===== src/hw/rtl/elfs_pkg.sv =====
// Shared types and constants of the escaped-length frame splitter.
package elfs_pkg;

	localparam int BYTE_W = 8;
	localparam int LEN_W = 16;
	localparam int MAX_PAYLOAD_DEF = 1024;
	localparam int APB_DATA_W = 32;
	localparam int APB_ADDR_W = 3;

	localparam logic [BYTE_W-1:0] ESC_XOR = 8'h20;
	localparam logic [BYTE_W-1:0] START_BYTE_RST = 8'd126;
	localparam logic [BYTE_W-1:0] ESCAPE_BYTE_RST = 8'd125;

	localparam logic REG_START_BYTE = 1'b0;
	localparam logic REG_ESCAPE_BYTE = 1'b1;

	typedef struct packed {
		logic [BYTE_W-1:0] start_byte;
		logic [BYTE_W-1:0] escape_byte;
	} cfg_t;

	typedef struct packed {
		logic              len_too_long;
		logic [LEN_W-1:0]  payload_length;
		logic              length_done;
		logic              frame_last;
		logic              frame_first;
		logic [BYTE_W-1:0] frame_byte;
	} res_t;

endpackage


===== src/hw/rtl/elfs_cfg.sv =====
// Configuration register file of the frame splitter, written over the APB port.
module elfs_cfg import elfs_pkg::*; (
	input  logic                  clk,
	input  logic                  arst_n,
	input  logic                  psel,
	input  logic                  penable,
	input  logic                  pwrite,
	input  logic [APB_ADDR_W-1:0] paddr,
	input  logic [APB_DATA_W-1:0] pwdata,
	output logic [APB_DATA_W-1:0] prdata,
	output logic                  pready,
	output cfg_t                  cfg
);

	cfg_t cfg_q;
	logic wr_en;
	logic reg_sel;

	assign pready = 1'b1;
	assign wr_en = psel && penable && pwrite && pready;
	assign reg_sel = paddr[2];
	assign cfg = cfg_q;

	always_ff @(posedge clk or negedge arst_n) begin
		if (!arst_n) begin
			cfg_q.start_byte <= START_BYTE_RST;
			cfg_q.escape_byte <= ESCAPE_BYTE_RST;
		end else if (wr_en) begin
			unique case (reg_sel)
				REG_START_BYTE: cfg_q.start_byte <= pwdata[BYTE_W-1:0];
				REG_ESCAPE_BYTE: cfg_q.escape_byte <= pwdata[BYTE_W-1:0];
			endcase
		end
	end

	always_comb begin
		prdata = '0;
		unique case (reg_sel)
			REG_START_BYTE: prdata[BYTE_W-1:0] = cfg_q.start_byte;
			REG_ESCAPE_BYTE: prdata[BYTE_W-1:0] = cfg_q.escape_byte;
		endcase
	end

endmodule


===== src/hw/rtl/elfs_in_stage.sv =====
// Input register stage that holds one received byte for the parser.
module elfs_in_stage import elfs_pkg::*; (
	input  logic              clk,
	input  logic              arst_n,
	input  logic              in_valid,
	output logic              in_ready,
	input  logic [BYTE_W-1:0] in_byte,
	output logic              valid_s1,
	output logic [BYTE_W-1:0] byte_s1,
	input  logic              take
);

	logic valid_q;

	assign in_ready = !valid_q || take;
	assign valid_s1 = valid_q;

	always_ff @(posedge clk or negedge arst_n) begin
		if (!arst_n) begin
			valid_q <= 1'b0;
		end else if (in_ready) begin
			valid_q <= in_valid;
		end
	end

	always_ff @(posedge clk) begin
		if (in_ready && in_valid) begin
			byte_s1 <= in_byte;
		end
	end

endmodule


===== src/hw/rtl/elfs_parser.sv =====
// Frame parser state machine with its result register.
module elfs_parser import elfs_pkg::*; #(
	parameter int MAX_PAYLOAD = MAX_PAYLOAD_DEF
) (
	input  logic              clk,
	input  logic              arst_n,
	input  cfg_t              cfg,
	input  logic              valid_s1,
	input  logic [BYTE_W-1:0] byte_s1,
	output logic              take,
	output logic              out_valid,
	input  logic              out_ready,
	output res_t              res
);

	localparam int CntW = $clog2(MAX_PAYLOAD + 2);

	typedef enum logic [1:0] {
		PH_HUNT,
		PH_LEN_HI,
		PH_LEN_LO,
		PH_PAYLOAD
	} phase_t;

	phase_t            phase_q, phase_d;
	logic              esc_q, esc_d;
	logic [BYTE_W-1:0] len_hi_q, len_hi_d;
	logic [CntW-1:0]   left_q, left_d;
	logic              out_valid_q;
	res_t              res_q;
	res_t              res_c;
	logic              emit_c;
	logic              out_free;
	logic [BYTE_W-1:0] byte_x;
	logic [LEN_W-1:0]  len_c;

	assign byte_x = esc_q ? (byte_s1 ^ ESC_XOR) : byte_s1;
	assign len_c = {len_hi_q, byte_x};
	assign out_free = !out_valid_q || out_ready;
	assign take = valid_s1 && (out_free || !emit_c);
	assign out_valid = out_valid_q;
	assign res = res_q;

	always_comb begin
		phase_d = phase_q;
		esc_d = esc_q;
		len_hi_d = len_hi_q;
		left_d = left_q;
		emit_c = 1'b0;
		res_c = '0;
		res_c.frame_byte = byte_s1;
		unique case (phase_q)
			PH_PAYLOAD: begin
				emit_c = 1'b1;
				if (left_q <= CntW'(1)) begin
					res_c.frame_last = 1'b1;
					left_d = '0;
					phase_d = PH_HUNT;
				end else begin
					left_d = left_q - CntW'(1);
				end
			end
			default: begin
				priority if (byte_s1 == cfg.start_byte) begin
					emit_c = 1'b1;
					res_c.frame_first = 1'b1;
					phase_d = PH_LEN_HI;
					esc_d = 1'b0;
					len_hi_d = '0;
				end else if (phase_q == PH_HUNT) begin
					emit_c = 1'b0;
				end else if (!esc_q && byte_s1 == cfg.escape_byte) begin
					emit_c = 1'b1;
					esc_d = 1'b1;
				end else if (phase_q == PH_LEN_HI) begin
					emit_c = 1'b1;
					res_c.frame_byte = byte_x;
					esc_d = 1'b0;
					len_hi_d = byte_x;
					phase_d = PH_LEN_LO;
				end else begin
					emit_c = 1'b1;
					esc_d = 1'b0;
					res_c.frame_byte = byte_x;
					res_c.length_done = 1'b1;
					res_c.payload_length = len_c;
					if (len_c > LEN_W'(MAX_PAYLOAD)) begin
						res_c.len_too_long = 1'b1;
						res_c.frame_last = 1'b1;
						left_d = '0;
						phase_d = PH_HUNT;
					end else begin
						left_d = CntW'(len_c) + CntW'(1);
						phase_d = PH_PAYLOAD;
					end
				end
			end
		endcase
	end

	always_ff @(posedge clk or negedge arst_n) begin
		if (!arst_n) begin
			phase_q <= PH_HUNT;
			esc_q <= 1'b0;
			len_hi_q <= '0;
			left_q <= '0;
			out_valid_q <= 1'b0;
			res_q <= '0;
		end else begin
			if (take) begin
				phase_q <= phase_d;
				esc_q <= esc_d;
				len_hi_q <= len_hi_d;
				left_q <= left_d;
			end
			if (out_free) begin
				out_valid_q <= take && emit_c;
				if (take && emit_c) begin
					res_q <= res_c;
				end
			end
		end
	end

endmodule


===== src/hw/rtl/escaped_length_frame_splitter_core.sv =====
// Top level of the escaped-length frame splitter.
// The slave stream takes one received byte per item in s_axis_tdata. The block hunts
// for the start byte, decodes a 16-bit big-endian length whose bytes may each be
// preceded by the escape byte, then passes length+1 payload and checksum bytes.
// Every byte kept in a frame leaves on the master stream as one item; bytes seen
// while hunting give no item. tuser marks the start byte, the end of the length
// header and an oversized length; tlast marks the checksum byte or a rejected
// length byte. The start and escape bytes are set over the APB port.
// An accepted item is held in the input register; when the parser takes it, its next
// state is loaded, and the result register too if the byte yields an item. One item
// per cycle is sustained while the receiver does not stall; the parser's state update
// is the only loop.
// Reset clears the pending item and result, returns the parser to hunting and loads
// 126 as start byte and 125 as escape byte.
// While the receiver stalls, the result register holds its item, the input register
// keeps one more byte, and s_axis_tready then falls until the result is taken.
module escaped_length_frame_splitter_core import elfs_pkg::*; #(
	parameter int MAX_PAYLOAD = MAX_PAYLOAD_DEF
) (
	input  logic                  clk,
	input  logic                  arst_n,
	input  logic                  psel,
	input  logic                  penable,
	input  logic                  pwrite,
	input  logic [APB_ADDR_W-1:0] paddr,
	input  logic [APB_DATA_W-1:0] pwdata,
	output logic [APB_DATA_W-1:0] prdata,
	output logic                  pready,
	input  logic                  s_axis_tvalid,
	output logic                  s_axis_tready,
	input  logic [7:0]            s_axis_tdata,  // rx_byte
	output logic                  m_axis_tvalid,
	input  logic                  m_axis_tready,
	output logic [23:0]           m_axis_tdata,  // frame_byte, payload_length
	output logic                  m_axis_tlast,  // frame_last
	output logic [2:0]            m_axis_tuser   // frame_first, length_done, len_too_long
);

	cfg_t              cfg;
	logic              valid_s1;
	logic [BYTE_W-1:0] byte_s1;
	logic              take;
	res_t              res;

	elfs_cfg u_cfg (
		.clk     (clk),
		.arst_n  (arst_n),
		.psel    (psel),
		.penable (penable),
		.pwrite  (pwrite),
		.paddr   (paddr),
		.pwdata  (pwdata),
		.prdata  (prdata),
		.pready  (pready),
		.cfg     (cfg)
	);

	elfs_in_stage u_in (
		.clk      (clk),
		.arst_n   (arst_n),
		.in_valid (s_axis_tvalid),
		.in_ready (s_axis_tready),
		.in_byte  (s_axis_tdata),
		.valid_s1 (valid_s1),
		.byte_s1  (byte_s1),
		.take     (take)
	);

	elfs_parser #(
		.MAX_PAYLOAD (MAX_PAYLOAD)
	) u_parser (
		.clk       (clk),
		.arst_n    (arst_n),
		.cfg       (cfg),
		.valid_s1  (valid_s1),
		.byte_s1   (byte_s1),
		.take      (take),
		.out_valid (m_axis_tvalid),
		.out_ready (m_axis_tready),
		.res       (res)
	);

	assign m_axis_tdata = {res.payload_length, res.frame_byte};
	assign m_axis_tlast = res.frame_last;
	assign m_axis_tuser = {res.len_too_long, res.length_done, res.frame_first};

endmodule


===== config.mk =====
export PLATFORM = sky130hd
export DESIGN_NAME = escaped_length_frame_splitter_core
export DESIGN_NICKNAME = d
export VERILOG_FILES = /design/src/hw/rtl/elfs_pkg.sv /design/src/hw/rtl/elfs_cfg.sv /design/src/hw/rtl/elfs_in_stage.sv /design/src/hw/rtl/elfs_parser.sv /design/src/hw/rtl/escaped_length_frame_splitter_core.sv
export SDC_FILE = /design/constraint.sdc
export NUM_CORES = 1
export LEC_CHECK = 0
export BUFFER_PORTS_ARGS = -buffer_cell sky130_fd_sc_hd__buf_2
export CELL_PAD_IN_SITES_DETAIL_PLACEMENT = 0
export CELL_PAD_IN_SITES_GLOBAL_PLACEMENT = 2
export CORE_UTILIZATION = 30
export CTS_CLUSTER_SIZE = 12
export DETAILED_ROUTE_END_ITERATION = 8
export HOLD_SLACK_MARGIN = 0.15
export PLACE_DENSITY = 0.8
export REMOVE_ABC_BUFFERS = 1
export SLEW_MARGIN = 20
export SYNTH_ARGS = -nofsm -noshare
export SYNTH_HDL_FRONTEND = slang
export SYNTH_SLANG_ARGS = --single-unit

===== constraint.sdc =====
create_clock -name clk -period 2.2 [get_ports clk]
set_clock_uncertainty 0.1 [all_clocks]
set_input_delay 0.22 -clock clk [delete_from_list [all_inputs] [get_ports clk]]
set_output_delay 0.22 -clock clk [all_outputs]
set_load 0.02 [all_outputs]

==> results of run 1 <==
[stage by stage]
| step | instance area, um2 | hold slack [ns] | util (%) | instances |
|---|---|---|---|---|
| floorplan | 3830 | -0.176 | - | 337 |
| global placement | 4710 | 0.137 | 35.7 | 617 |
| detailed placement | 4710 | 0.144 | 35.7 | 617 |
| CTS | 5260 | 0.305 | 39.8 | 657 |
| global route | 5400 | 0.347 | 40.9 | 662 |
| finish | 5400 | 0.299 | 40.9 | 662 |
[power by group]
part	internal, mW	switching, mW
logic	1.42	1.58
clock network	0.802	0.621
registers	1.94	0.401
total	4.16	2.60
[registers in the layout, indices dropped and copies added (netlist names)]
signal / count
u_parser.phase_q: 2
u_parser.out_valid: 1
u_parser.left_q: 11
u_in.byte_s1: 8
u_in.valid_s1: 1
u_cfg.cfg: 16
u_parser.len_hi_q: 8
u_parser.res: 28
u_parser.esc_q: 1
[placed cells by master (no fill, tap or decap), types with 5 or more instances in the layout]
cell,count
buf_2,60
dfrtp_1,56
buf_4,44
mux2_2,33
conb_1,25
a22o_1,23
nor2_1,20
dlygate4sd3_1,19
xor2_1,15
xnor2_1,12
nand2_1,12
dfstp_2,12
clkbuf_16,11
a21oi_1,10
nor3_1,9
nand3_1,9
o41ai_1,8
o21ai_1,8
edfxtp_1,8
inv_1,6
buf_6,5
[cell families (layout without fill, tap and decap cells)]
logic type / count (synthesis) / after routing / share of synthesized area (%)
adder cells (fa/ha/maj): 4 / 4 / 1.24
flip-flops: 76 / 76 / 48.3
buffers and inverters: 52 / 155 / 7.97
AO/OA/AOI/OAI: 72 / 72 / 13.7
AND/OR/NAND/NOR: 90 / 90 / 12.5
XOR/XNOR: 28 / 28 / 6.06
multiplexers: 36 / 36 / 9.98
other: 2 / 25 / 0.185
[per-layer routing]
| layer | global-route usage (%) | vias up |
|---|---|---|
| met3 | 2.65 | 12 |
| met4 | 6.09 | 0 |
| met2 | 26.3 | 72 |
| met1 | 18.9 | 1570 |
| met5 | 0 | - |
| li1 | - | 1514 |
[final cells by class]
| cell class | count | area [um2] | area share (%) |
|---|---|---|---|
| Clock buffer | 10 | 239 | 4.43 |
| Clock inverter | 6 | 47.5 | 0.881 |
| Inverter | 6 | 22.5 | 0.417 |
| Multi-Input combinational cell | 255 | 1920 | 35.6 |
| Sequential cell | 76 | 1960 | 36.3 |
| Tap cell | 176 | 220 | 4.08 |
| Timing Repair Buffer | 133 | 987 | 18.3 |
[final timing paths]
kind / startpoint / to / slack, ns
min reg2reg: u_parser.res[10]$_DFFE_PN0P_ / u_parser.res[10]$_DFFE_PN0P_ / 0.38
max in group asynchronous: arst_n / u_cfg.cfg[12]$_DFFE_PN1P_ / 0.95
max reg2reg: u_in.byte_s1[1]$_DFFE_PP_ / u_parser.phase_q[0]$_DFFE_PN0P_ / 0.01
max: u_in.byte_s1[1]$_DFFE_PP_ / u_parser.phase_q[0]$_DFFE_PN0P_ / 0.01
min in group clk: u_parser.res[10]$_DFFE_PN0P_ / u_parser.res[10]$_DFFE_PN0P_ / 0.38
min: arst_n / u_parser.phase_q[0]$_DFFE_PN0P_ / 0.30
[repair_timing]
| action | 4_1_cts | 5_1_grt |
|---|---|---|
| setup buffers | 6 | 5 |
| pin swaps | 7 | 10 |
| gates cloned | 0 | 2 |
| endpoints found under the setup margin | 26 | 58 |
| hold buffers | 19 | 0 |
| hold endpoints to repair | 48 | 0 |
| resized for setup | 6 | 21 |
==> results by group, run 1 <==
Outcome
  – Outcome: finished clean

Drt
  – Post-route DRC: 0
  – Final WL: 10,100 um
  – Wire per inst: 15.3 um
  – Met2 wire len: 5120 um
  – Drt pass-1 iters: 4
  – Routed length on met1: 4540 um
  – Drt initial violations: 115
  – Uppermost layer routed: met4
  – Routed Antenna Nets: 0
  – Via count: 3,168
  – DR WL met3: 294 um
  – Vias per cell: 4.79

Worst setup path
  – Reg2reg path depth: 7
  – Crit-path cells: inv_1 -> ha_1 -> or4b_4 -> o31ai_4 -> nand2_1 -> or3_1 -> a32oi_1
  – Crit-path max cell delay: 0.47 ns
  – Delay-heaviest family, CP: simple AND/OR/NAND/NOR gates
  – Stages on worst setup path: 7
  – CP Buf/Inv Count: 1
  – CP arrival: 2.35 ns
  – Worst setup EP type: register
  – Crit Path Class: reg2reg
  – CP Max Fanout: 4
  – Worst EP required: 2.36 ns
  – CP max-delay cell: or4b_4
  – CP Launch Type: register

Logic synthesis
  – Number of flops mapped to enable cells by yosys: 8
  – Post-synth ARST share: 89.5%
  – Mean area per synthesized cell: 11.2 um2
  – Top cell type's share of synthesized area: 34.6%
  – Synth Flop Type: dfrtp_1
  – #FFs+latches synth: 76
  – Most common cell in the synthesized netlist: dfrtp_1
  – Largest area contributor in the netlist: dfrtp_1
  – Mapped Area: 4050 um2
  – Yosys warnings: 0
  – Synth unique cells: 56
  – Top cells by area, synth: dfrtp_1, mux2_2, dfstp_2, edfxtp_1, a22o_1
  – Sequential cell area fraction in the yosys report: 48.3%
  – Gate Count Post-Synth: 360
  – Commonest cells post-synth: dfrtp_1, mux2_2, buf_4

Timing
  – Final slew viol count: 0
  – Setup Viol. Count Final: 0
  – Final hold vios: 0
  – Min Tclk post-route: 2.19 ns
  – Setup TNS Final: 0 ns
  – Slew HR: 62.8%
  – RSZ-0062 raised after global routing: yes
  – Fmax: 458 MHz
  – Period utilization: 99.3%
  – Setup WS post-layout: 0.0148 ns
  – Least-Margin Pin Slew: 0.558 ns

Cells and area
  – Layout cells sized above 1: 39.7%
  – Antenna cells: 0
  – Final nets: 535
  – Area growth syn-to-layout: 33.3%
  – Fill count: 1,271

Floorplan
  – Die Y: 118 um
  – Core area: 13,200 um2
  – DIE AREA: 14,000 um2
  – Initial Util: 30.7%
  – Die X: 118 um
  – Ports: 113
  – Site Rows: 42

Placement
  – Detail Placement HPWL: 7160 um
  – Port Buffers: 61
  – Dpl ws: -0.197 ns
  – Placer Congestion: 0.802

Global route
  – Grt ovf: 0
  – Vias in the first global route: 3,288
  – Antenna violations before repair: 0
  – Total GRT Usage: 15.3%
  – Largest net degree at the start of global routing: 26
  – First-pass GRT wire length: 16,800 um

CTS
  – CTS tree: yes
  – Number of H-tree levels: 3
  – CTS buffer count: 9
  – Sink Count: 76
  – Clock slew at reported path FFs: 0.06 ns
  – CTS Buffer Depth: 2
  – Skew-Pair Late Insertion Delay: 0.34 ns
  – CTS Root Cell: clkbuf_16

Power
  – Max VDD drop: 0.000537 V
  – Leak pwr: 2.44 nW
  – PD cells: 1250 nW/um2
  – Total Power: 6.76 mW

Job
  – Total of max-cap violations: 0

Worst hold path
  – Min-delay worst type: in2async
Power figures use the tool's default switching activity.
==> inputs of run 2 (changes only) <==
BUFFER_PORTS_ARGS = unset   (was -buffer_cell sky130_fd_sc_hd__buf_2)
CORE_UTILIZATION = 36   (was 30)
DONT_BUFFER_PORTS = 1   (was unset)
PLACE_DENSITY = 0.78   (was 0.8)
SLEW_MARGIN = unset   (was 20)
==> run 2 against run 1 <==
Global-route usage increased by 2.4 points. Fmax increased by 0.69%. Setup slack improved by 0.015 ns. Register-to-register slack about the same. Worst hold slack got worse by 0.12 ns. Highest routed layer unchanged. Non-clock buffer count decreased by 59.
==> results by group, run 2 (same netlist as run 1, synthesis figures left out) <==
Outcome
  – Outcome: finished clean

Power
  – Max VDD drop: 0.000520 V
  – PD cells: 1230 nW/um2
  – Leak pwr: 2.17 nW

Cells and area
  – Multi-input logic area: 1970 um2
  – Leading cell type in the layout, fill and taps excluded: dfrtp_1
  – Final Non-Filler Cells: 567
  – Area growth syn-to-layout: 24.9%
  – Commonest cells after routing, fill and taps aside: dfrtp_1, buf_4, mux2_2
  – Final Cell Area: 5060 um2
  – Largest register FFs: 28
  – Layout cells sized above 1: 32.8%
  – Area occupied by registers: 1960 um2
  – Final nets: 476
  – Fill count: 1,002
  – Antenna cells: 0

Worst hold path
  – Worst Hold Path EP: u_in.byte_s1[4]$_DFFE_PP_
  – Hold path depth: 2
  – Hold_sp: s_axis_tvalid
  – Min-delay worst type: in2reg

Floorplan
  – Site Rows: 38
  – Ports: 113
  – Initial Util: 37.2%
  – Die X: 108 um
  – Core area: 10,900 um2
  – Die Y: 108 um
  – DIE AREA: 11,700 um2

Timing
  – Setup WS post-layout: 0.0297 ns
  – Period utilization: 98.6%
  – Slew HR: 61.7%
  – Setup Viol. Count Final: 0
  – RSZ-0062 raised after global routing: yes
  – Least-Margin Pin Slew: 0.571 ns
  – Final hold vios: 0
  – Min Tclk post-route: 2.17 ns
  – Fmax: 461 MHz
  – Final slew viol count: 0

Worst setup path
  – CP Launch Type: register
  – Slack of the worst reg-to-reg path: 0.03 ns
  – Crit-path max cell delay: 0.56 ns
  – Reg2reg path depth: 5
  – Crit-path cells: or4_4 -> o31ai_4 -> nand2_1 -> or3_1 -> a32oi_1
  – Worst EP required: 2.37 ns
  – Worst setup EP type: register
  – CP arrival: 2.34 ns
  – CP Max Fanout: 4
  – Reg2Reg Launch Point: u_in.byte_s1[6]$_DFFE_PP_
  – Crit Path Class: reg2reg
  – R2r endpoint: u_parser.phase_q[0]$_DFFE_PN0P_
  – CP max-delay cell: or4_4

Drt
  – Via count: 2,922
  – Wire per inst: 16.9 um
  – Met2 wire len: 4730 um
  – Routed Antenna Nets: 0
  – Routed length on met1: 4390 um
  – Drt pass-1 iters: 4
  – DR WL met3: 284 um
  – Uppermost layer routed: met4
  – Vias per cell: 5.15
  – Drt initial violations: 145
  – Final WL: 9580 um
  – Post-route DRC: 0

Placement
  – Dpl ws: -0.123 ns
  – Placer Congestion: 0.774
  – Port Buffers: 0
  – Detail Placement HPWL: 6830 um
  – Dpl cell area: 4360 um2
  – Placed Cells: 519

Global route
  – Antenna violations before repair: 0
  – Vias in the first global route: 3,028
  – Largest net degree at the start of global routing: 69
  – Grt ovf: 0
  – First-pass GRT wire length: 15,800 um
  – Total GRT Usage: 17.7%

Job
  – Total of max-cap violations: 0

CTS
  – Sink Count: 76
  – CTS tree: yes
  – Number of H-tree levels: 3
  – CTS Buffer Depth: 2
  – CTS buffer count: 9
  – Clock slew at reported path FFs: 0.08 ns
  – Skew-Pair Late Insertion Delay: 0.36 ns
  – CTS Root Cell: clkbuf_8
run 2: critical path: cells and delay by family, from the launching register on:
family	cells	cell delay [ns]
and+or+nand+nor	3	0.99
AOI/OAI and AO/OA	2	0.53
DFF	1	0.47
run 2: worst max-delay path by stage:
stage	from	endpoint	slack [ns]
finish	u_in.byte_s1[6]$_DFFE_PP_	u_parser.phase_q[0]$_DFFE_PN0P_	0.03
global route	u_in.byte_s1[1]$_DFFE_PP_	u_parser.phase_q[0]$_DFFE_PN0P_	-0.07
CTS	u_in.byte_s1[0]$_DFFE_PP_	u_parser.phase_q[0]$_DFFE_PN0P_	-0.04
detailed placement	u_in.byte_s1[1]$_DFFE_PP_	u_parser.res[15]$_DFFE_PN0P_	-0.12
global placement	u_in.byte_s1[1]$_DFFE_PP_	u_parser.res[15]$_DFFE_PN0P_	-0.09
floorplan	u_in.byte_s1[1]$_DFFE_PP_	u_parser.left_q[0]$_DFFE_PN0P_	-0.16
run 2: timing repair:
| action | in CTS | in global routing |
|---|---|---|
| endpoints found under the setup margin | 22 | 33 |
| endpoints found under the hold margin | 94 | 0 |
| hold buffers | 20 | 0 |
| setup buffers | 4 | 8 |
| pin swaps | 4 | 14 |
| resized for setup | 3 | 30 |
run 2: power breakdown:
group / switching, mW / internal (mW)
clock network: 0.530 / 0.676
registers: 0.755 / 1.94
logic: 1.15 / 1.19
total: 2.43 / 3.80
run 2: final cells by class:
cell class	count	share of cell area, %
multi-input combinational	255	39.0
inverter	6	0.445
tap	140	3.46
clock buffer	11	2.80
timing repair buffer	74	13.9
sequential	76	38.7
clock inverter	5	1.68
run 2: metal layers:
metal | global-route usage, % | vias up
met5 | 0 | -
met4 | 6.75 | 0
met3 | 3.19 | 11
met2 | 30.2 | 65
met1 | 22.2 | 1452
li1 | - | 1394
run 2: metrics by stage:
stage                     util, %  total power [mW]  TNS, ns  hold slack [ns]
after floorplan                 -              4.07   -0.186           -0.176
after global placement       40.1              4.79    -1.17           -0.174
after detailed placement     40.1              4.84    -1.48           -0.174
after CTS                    44.6              6.19  -0.0594            0.168
after global routing         46.4              6.62   -0.230            0.171
final                        46.4              6.24        0            0.177
==> inputs of run 3 (changes only) <==
CORE_UTILIZATION = 35   (was 36)
SYNTH_HIERARCHICAL = 1   (was unset)
==> run 3 against run 2 <==
The flow now finishes with violations (negative setup slack). Clock-buffer cell count stayed put. First-iteration DRC count is 27% higher. Synthesized cell count rose by 3.1%. Clock power grew 18%. Register-to-register slack got worse by 0.17 ns. Wire length up 13%. Die area up 1.2%.
==> results by group, run 3 <==
Logic synthesis
  – Most common cell in the synthesized netlist: dfrtp_1
  – Mean area per synthesized cell: 10.7 um2
  – Top cells by area, synth: dfrtp_1, dfstp_2, mux2_2, edfxtp_1, a22o_1
  – Top cell type's share of synthesized area: 35.2%
  – Largest area contributor in the netlist: dfrtp_1
  – Gate Count Post-Synth: 371
  – #FFs+latches synth: 76
  – Mapped Area: 3980 um2
  – Sequential cell area fraction in the yosys report: 49.1%
  – Number of flops mapped to enable cells by yosys: 8
  – Yosys warnings: 6
  – Commonest cells post-synth: dfrtp_1, nand2_1, o21ai_1
  – Synth Flop Type: dfrtp_1
  – Synth unique cells: 53
  – Post-synth ARST share: 89.5%

Drt
  – Final WL: 10,900 um
  – Drt pass-1 iters: 4
  – Post-route DRC: 0
  – Via count: 3,098
  – Routed length on met1: 4500 um
  – Drt initial violations: 184
  – Uppermost layer routed: met4
  – Routed Antenna Nets: 0
  – Vias per cell: 5.04
  – Met2 wire len: 5760 um
  – Wire per inst: 17.7 um
  – DR WL met3: 370 um

Cells and area
  – Final Cell Area: 5630 um2
  – Largest register FFs: 28
  – Fill count: 956
  – Area occupied by registers: 1960 um2
  – Area growth syn-to-layout: 41.3%
  – Commonest cells after routing, fill and taps aside: buf_4, dfrtp_1, dlygate4sd3_1
  – Leading cell type in the layout, fill and taps excluded: buf_4
  – Layout cells sized above 1: 40.4%
  – Final core utilization: 51.3%
  – Final nets: 524
  – Antenna cells: 0
  – Multi-input logic area: 2090 um2

CTS
  – CTS Buffer Depth: 2
  – CTS tree: yes
  – Sink Count: 76
  – CTS buffer count: 9
  – Number of H-tree levels: 3
  – Skew-Pair Late Insertion Delay: 0.34 ns
  – CTS Root Cell: clkbuf_16
  – Clock slew at reported path FFs: 0.06 ns

Floorplan
  – Ports: 113
  – Die Y: 109 um
  – Core area: 11,000 um2
  – Initial Util: 36.3%
  – Die X: 109 um
  – Site Rows: 38
  – DIE AREA: 11,800 um2

Timing
  – Setup WS post-layout: -0.144 ns
  – Setup TNS Final: -1.48 ns
  – RSZ-0062 raised after global routing: yes
  – Period utilization: 107%
  – Hold slack final: 0.311 ns
  – Setup Viol. Count Final: 34
  – Min Tclk post-route: 2.34 ns
  – Final hold vios: 0
  – Final slew viol count: 0
  – Fmax: 427 MHz

Job
  – Total of max-cap violations: 0

Global route
  – Total GRT Usage: 20.2%
  – Grt ovf: 0
  – Largest net degree at the start of global routing: 69
  – First-pass GRT wire length: 17,700 um
  – Antenna violations before repair: 0
  – Vias in the first global route: 3,330

Placement
  – Port Buffers: 0
  – Dpl cell area: 4480 um2
  – Placer Congestion: 0.851
  – Detail Placement HPWL: 7150 um

Worst hold path
  – Min-delay worst type: in2async

Worst setup path
  – CP Launch Type: register
  – CP Max Fanout: 8
  – Crit Path Class: reg2reg
  – Worst setup EP type: register
  – CP arrival: 2.48 ns
  – Worst EP required: 2.33 ns

Power
  – Max VDD drop: 0.000540 V
  – Total Power: 5.92 mW
  – Leak pwr: 2.45 nW
  – PD cells: 1050 nW/um2

Outcome
  – Outcome: finished with violations
  – Failing checks: negative setup slack
## run 3: metal layers
metal  track usage (%)  up-vias
met3              3.77       17
met1              23.9     1538
met5                 0        -
met2              35.4       73
li1                  -     1470
met4              9.27        0
## run 3: area by class of cell
cell class | count | share of cell area, %
tap | 140 | 3.11
timing repair buffer | 111 | 19.2
inverter | 9 | 0.645
multi-input combinational | 263 | 37.1
sequential | 76 | 34.8
clock inverter | 5 | 0.645
clock buffer | 11 | 4.49
## run 3: logic make-up (layout without fill, tap and decap cells)
| logic type | Yosys count | count (layout) | synth area share (%) |
|---|---|---|---|
| XOR/XNOR | 26 | 26 | 5.72 |
| AND/OR/NAND/NOR | 98 | 98 | 13.5 |
| flip-flops | 76 | 76 | 49.1 |
| buffers and inverters | 55 | 136 | 8.39 |
| AO/OA/AOI/OAI | 86 | 86 | 15.0 |
| multiplexers | 24 | 24 | 6.79 |
| other | 2 | 25 | 0.189 |
| adder cells (fa/ha/maj) | 4 | 4 | 1.26 |
## run 3: final timing paths
kind,startpoint,to,slack [ns],depth (start not counted)
worst max-delay path,u_parser/left_q[6]$_DFFE_PN0P_,u_parser/left_q[7]$_DFFE_PN0P_,-0.14,7
worst min-delay path,arst_n,u_parser/left_q[1]$_DFFE_PN0P_,0.31,2
worst max register to register,u_parser/left_q[6]$_DFFE_PN0P_,u_parser/left_q[7]$_DFFE_PN0P_,-0.14,7
worst min register to register,u_parser/len_hi_q[3]$_DFFE_PN0P_,u_parser/res[22]$_DFFE_PN0P_,0.42,1
max in group asynchronous,arst_n,u_cfg/cfg[9]$_DFFE_PN1P_,1.32,2
min in group clk,s_axis_tdata[0],u_in/byte_s1[0]$_DFFE_PP_,0.40,1
## run 3: per-stage QoR
stage | setup slack, ns | cells
after detailed placement | -0.362 | 552
after global routing | -0.217 | 615
after global placement | -0.254 | 552
final | -0.144 | 615
after CTS | -0.144 | 611
after floorplan | -1.19 | 348
## run 3: what timing repair did
action / CTS / global route
buffers inserted: 13 / 6
gates cloned: 2 / 0
pin swaps: 31 / 17
hold buffers: 29 / 0
endpoints found under the setup margin: 49 / 59
hold endpoints to repair: 102 / 0
gates resized for setup: 52 / 27
## run 3: critical path, stage by stage, from the launching register on
cell and delay (ns):
dfrtp_1 0.38, or3_4 0.39, or4_4 0.48, o31ai_4 0.38, buf_6 0.22, nor2_4 0.06
a22oi_2 0.15, o21ai_1 0.07
## run 3: where the power goes
group | internal, mW | switching [mW]
Sequential | 1.90 | 0.714
Combinational | 0.939 | 0.940
Clock | 0.825 | 0.602
Total | 3.67 | 2.26
